File: src/hdl/sad_disp_pkg.sv
// ----------------------------------------------------------------------------
// sad_disp_pkg
// Shared types and constants of the stereo SAD disparity block.
// ----------------------------------------------------------------------------
`default_nettype none

package sad_disp_pkg;

    localparam int PIX_W    = 32;
    localparam int DISP_W   = 6;
    localparam int COST_W   = 19;
    localparam int POS_W    = 11;
    localparam int CFG_IDX_W = 3;
    localparam int CFG_DAT_W = 12;

    localparam logic [CFG_IDX_W-1:0] REG_WIDTH    = 3'd0;
    localparam logic [CFG_IDX_W-1:0] REG_HEIGHT   = 3'd1;
    localparam logic [CFG_IDX_W-1:0] REG_RADIUS   = 3'd2;
    localparam logic [CFG_IDX_W-1:0] REG_DISP     = 3'd3;
    localparam logic [CFG_IDX_W-1:0] REG_CHANNELS = 3'd4;

    localparam logic [11:0] RST_WIDTH    = 12'd640;
    localparam logic [11:0] RST_HEIGHT   = 12'd480;
    localparam logic [3:0]  RST_RADIUS   = 4'd2;
    localparam logic [5:0]  RST_DISP     = 6'd5;
    localparam logic [2:0]  RST_CHANNELS = 3'd4;

    localparam int MAX_HEIGHT = 2048;

    typedef struct packed {
        logic accept;
        logic issue;
        logic load_out;
    } sad_cmd_t;

    typedef struct packed {
        logic need_result;
        logic issue_last;
        logic done;
        logic out_free;
    } sad_status_t;

endpackage

`default_nettype wire

File: src/hdl/sad_disp_ctrl.sv
// ----------------------------------------------------------------------------
// sad_disp_ctrl
// Sequencer: accepts a pixel, runs the window scan, hands over the result.
// ----------------------------------------------------------------------------
`default_nettype none

module sad_disp_ctrl (
    input  wire logic                      clk,
    input  wire logic                      rst_n,
    input  wire logic                      in_valid,
    output logic                           in_ready,
    input  wire sad_disp_pkg::sad_status_t status,
    output sad_disp_pkg::sad_cmd_t         cmd
);
    import sad_disp_pkg::*;

    typedef enum logic [3:0] {
        S_IDLE   = 4'b0001,
        S_RUN    = 4'b0010,
        S_DRAIN  = 4'b0100,
        S_FINISH = 4'b1000
    } state_t;

    state_t state_reg, state_next;

    always_ff @(posedge clk or negedge rst_n)
    begin
        if (!rst_n)
        begin
            state_reg <= S_IDLE;
        end
        else
        begin
            state_reg <= state_next;
        end
    end

    always_comb
    begin
        state_next   = state_reg;
        in_ready     = 1'b0;
        cmd.accept   = 1'b0;
        cmd.issue    = 1'b0;
        cmd.load_out = 1'b0;
        unique case (state_reg)
            S_IDLE:
            begin
                in_ready   = 1'b1;
                cmd.accept = in_valid;
                if (in_valid && status.need_result)
                begin
                    state_next = S_RUN;
                end
            end
            S_RUN:
            begin
                cmd.issue = 1'b1;
                if (status.issue_last)
                begin
                    state_next = S_DRAIN;
                end
            end
            S_DRAIN:
            begin
                if (status.done)
                begin
                    state_next = S_FINISH;
                end
            end
            S_FINISH:
            begin
                if (status.out_free)
                begin
                    cmd.load_out = 1'b1;
                    state_next   = S_IDLE;
                end
            end
            default:
            begin
                state_next = S_IDLE;
            end
        endcase
    end

endmodule

`default_nettype wire

File: config.mk
export PLATFORM = sky130hd
export DESIGN_NAME = sad_disp_ctrl
export DESIGN_NICKNAME = d
export VERILOG_FILES = /design/src/hdl/sad_disp_pkg.sv /design/src/hdl/sad_disp_ctrl.sv
export SDC_FILE = /design/constraint.sdc
export NUM_CORES = 1
export LEC_CHECK = 0
export BUFFER_PORTS_ARGS = -buffer_cell sky130_fd_sc_hd__buf_2
export CAP_MARGIN = 20
export CELL_PAD_IN_SITES_DETAIL_PLACEMENT = 1
export CELL_PAD_IN_SITES_GLOBAL_PLACEMENT = 2
export CORE_AREA = 4 4 41 43
export CTS_BUF_LIST = sky130_fd_sc_hd__clkbuf_4 sky130_fd_sc_hd__clkbuf_8
export DETAILED_ROUTE_END_ITERATION = 10
export DIE_AREA = 0 0 45 47
export HOLD_SLACK_MARGIN = 0.02
export PLACE_DENSITY_LB_ADDON = 0.1
export REMOVE_ABC_BUFFERS = 1
export SLEW_MARGIN = 20
export SYNTH_ARGS = -nofsm -noshare
export SYNTH_HDL_FRONTEND = slang
export SYNTH_SLANG_ARGS = --single-unit
File: constraint.sdc
create_clock -name clk -period 1.7 [get_ports clk]
set_input_delay 0.17 -clock clk [delete_from_list [all_inputs] [get_ports clk]]
set_output_delay 0.17 -clock clk [all_outputs]
set_load 0.01 [all_outputs]
==> results.sh <==
export IMPL_first_global_vias=268
export IMPL_clkTransAtPathRegs_ns=0.04
export IMPL_drive_above_1_share_pct=37.2
export IMPL_worst_ep_required_time_ns=1.53
export IMPL_cp_data_arrival_time_ns=1.34
export IMPL_synth_area_um2=274
export IMPL_synth_cells=31
export IMPL_seq_area_frac_synth_pct=37.0
export IMPL_min_from="status[0]"
export IMPL_peakVddDrop_v=0.000292
export IMPL_drt_initial_drc_count=0
export IMPL_synth_top_family_by_area="simple AND/OR/NAND/NOR gates"
export IMPL_critical_path_class="flop to primary output"
export IMPL_ys_types=22
export IMPL_multiInputGateArea_um2=141
export IMPL_largest_register_ffs=4
export IMPL_cp_slowest_cell="dfstp_2"
export IMPL_rows=13
export IMPL_hold_violations=0
export IMPL_tns_ns=0
export IMPL_antenna_found_initial=0
export IMPL_track_usage_pct=8.40
export IMPL_fin_crit_sh_pct=88.5
export IMPL_holdPathEnd="state_reg[0]"
export IMPL_synth_xor_area_share_pct=0
export IMPL_initial_core_util_pct=21.1
export IMPL_worstSkewPairLatency_ns=0.24
export IMPL_cts_sinks=4
export IMPL_first_pass_iters=1
export IMPL_synth_compound_area_share_pct=16.4
export IMPL_worstReg2RegStart="state_reg[1]"
export IMPL_route_top_layer_used="met4"
export IMPL_drc=0
export IMPL_r2r_end="state_reg[0]"
export IMPL_dp_cells=53
export IMPL_avgRoutedWirePerCell_um=12.2
export IMPL_worstRegToRegCells=3
export IMPL_htreeDepth=1
export IMPL_place_hpwl_um=577
export IMPL_grt_max_degree=10
export IMPL_finalNetCount=51
export IMPL_p_leak_uw=0.000173
export IMPL_post_cts_resized=0
export IMPL_power_density_mw_per_mm2=908
export IMPL_wl_met1_um=308
export IMPL_yosys_warnings=0
export IMPL_cts_made_buffers=3
export IMPL_route_met3_wl_um=36
export IMPL_synthMuxAreaShare_pct=0
export IMPL_hold_depth=3
export IMPL_clockRootBuffer="clkbuf_4"
export IMPL_rsz0062_at_grt="no"
export IMPL_cp_cell_sequence="nor4b_2 -> and2_1 -> buf_2"
export IMPL_yosys_area_share_adder_pct=0
export IMPL_clockBufferDepth=2
export IMPL_power_uw=326
export IMPL_clock_fmax_mhz=664
export IMPL_finalCriticalPeriod_ns=1.51
export IMPL_finalSetupViolations=0
export IMPL_wl_met2_um=351
export IMPL_portBuffers=10
export IMPL_ant_nets=0
export IMPL_globalplace_congestion=0.650
export IMPL_path_max_fanout=8
export IMPL_cp_start_kind="flop"
export IMPL_drv_cap=0
export IMPL_worst_path_largest_cell_delay_ns=0.58
export IMPL_synthToLayoutAreaGrowth_pct=31.0
export IMPL_slew_viol_final=0
export IMPL_cp_end_kind="primary output"
export IMPL_cts_tree="built"
export IMPL_slew_headroom_pct=81.1
export IMPL_die_w_um=45
export IMPL_ff_latch_area_um2=101
export IMPL_rrSetupSlack_ns=0.46
export IMPL_wirelength_um=708
export IMPL_die_h_um=47
export IMPL_grt_pass1_wl_um=1200
export IMPL_via_per_inst=4.53
export IMPL_tightestPinTransition_ns=0.283
export IMPL_grt_overflow_total=0
export IMPL_dieArea_mm2=0.00212
export IMPL_vias=263
export IMPL_status="finished, final reports clean"
export IMPL_io_pins=11
export IMPL_avgSynthCellArea_um2=8.84
export IMPL_setup_ws_ns=0.195
export IMPL_nFillCells=166
export IMPL_yosys_area_share_simple_pct=35.2
export IMPL_hp_class="input pin to flop"
export IMPL_finalNonFillerCells=58
export IMPL_core_region_area_mm2=0.00130
export IMPL_finClkSkew_ns=0.0102
export IMPL_dp_slack_ns=0.420
export IMPL_antenna_cells=0
export IMPL_synth_seq_cells=4
[cell usage after synthesis]
| master | n | area share (%) |
|---|---|---|
| a211oi_1 | 1 | 2.7 |
| a2bb2oi_1 | 1 | 3.2 |
| a31oi_1 | 1 | 2.3 |
| and2_1 | 1 | 2.3 |
| and3_1 | 1 | 2.3 |
| and4b_1 | 1 | 3.7 |
| buf_2 | 1 | 1.8 |
| buf_4 | 1 | 2.7 |
| buf_6 | 1 | 4.1 |
| dfrtp_1 | 3 | 27 |
| dfstp_2 | 1 | 9.6 |
| inv_1 | 2 | 2.7 |
| nand2_1 | 2 | 2.7 |
| nand2b_1 | 1 | 2.3 |
| nand3b_1 | 1 | 2.7 |
| nor2_1 | 4 | 5.5 |
| nor2b_1 | 2 | 4.6 |
| nor3_1 | 2 | 3.7 |
| nor4b_2 | 1 | 5.5 |
| o21a_1 | 1 | 2.7 |
| o21ai_0 | 1 | 1.8 |
| o311a_1 | 1 | 3.7 |
[layer usage]
layer  up-vias  global-route usage (%)
met1       120                    9.63
met2         7                    11.9
met5         -                       0
met4         0                    8.77
met3         2                    2.68
li1        134                       -
[placed cells by master, fill, tap and decap left out, drive strengths merged]
cell type	count
a211oi	1
a2bb2oi	1
a31oi	1
and2	1
and3	1
and4b	1
buf	10
clkbuf	4
dfrtp	3
dfstp	1
dlygate4sd3	1
inv	2
nand2	2
nand2b	1
nand3b	1
nor2	4
nor2b	2
nor3	2
nor4b	1
o21a	1
o21ai	1
o311a	1
[critical path, delay by kind of cell (launching register included)]
kind	cells	cell delay, ns
buffers and inverters	1	0.12
DFF	1	0.58
and+or+nand+nor	2	0.39
[area by class of cell]
| class | count | area share (%) |
|---|---|---|
| Clock buffer | 4 | 8.36 |
| Inverter | 2 | 2.09 |
| Multi-Input combinational cell | 22 | 39.4 |
| Sequential cell | 4 | 28.2 |
| Tap cell | 15 | 5.23 |
| Timing Repair Buffer | 11 | 16.7 |
[power breakdown]
group | total [uW] | switching, uW | leakage [uW] | internal (uW)
Clock | 149 | 44.4 | 0.0000184 | 104
Combinational | 57.2 | 25.5 | 0.000103 | 31.7
Sequential | 120 | 14.9 | 0.0000516 | 105
Total | 326 | 84.7 | 0.000173 | 241
[through the flow]
step	hold slack (ns)	utilization, %	instance area, um2
after floorplan	-0.126	-	250
after global placement	-0.0201	24.5	319
after detailed placement	-0.0172	24.5	319
after CTS	0.175	27.6	359
after global routing	0.195	27.6	359
final	0.180	27.6	359
[how the worst max path moves through the flow]
stage,from,end,depth (start not counted)
final,state_reg[0],cmd[2],3
after global routing,state_reg[0],cmd[2],3
after CTS,state_reg[0],cmd[2],3
after detailed placement,state_reg[0],cmd[2],3
after global placement,state_reg[0],cmd[2],3
after floorplan,state_reg[0],cmd[2],2
[kinds of logic after synthesis]
logic type             count (synthesis)
AOI/OAI and AO/OA                      6
DFF                                    4
and+or+nand+nor                       16
buffers and inverters                  5
[what timing repair did]
action | CTS | global route
buffers inserted | 0 | 0
hold buffers | 1 | 0
hold endpoints to repair | 4 | 0
No activity file was read; power rests on OpenSTA's default activity.
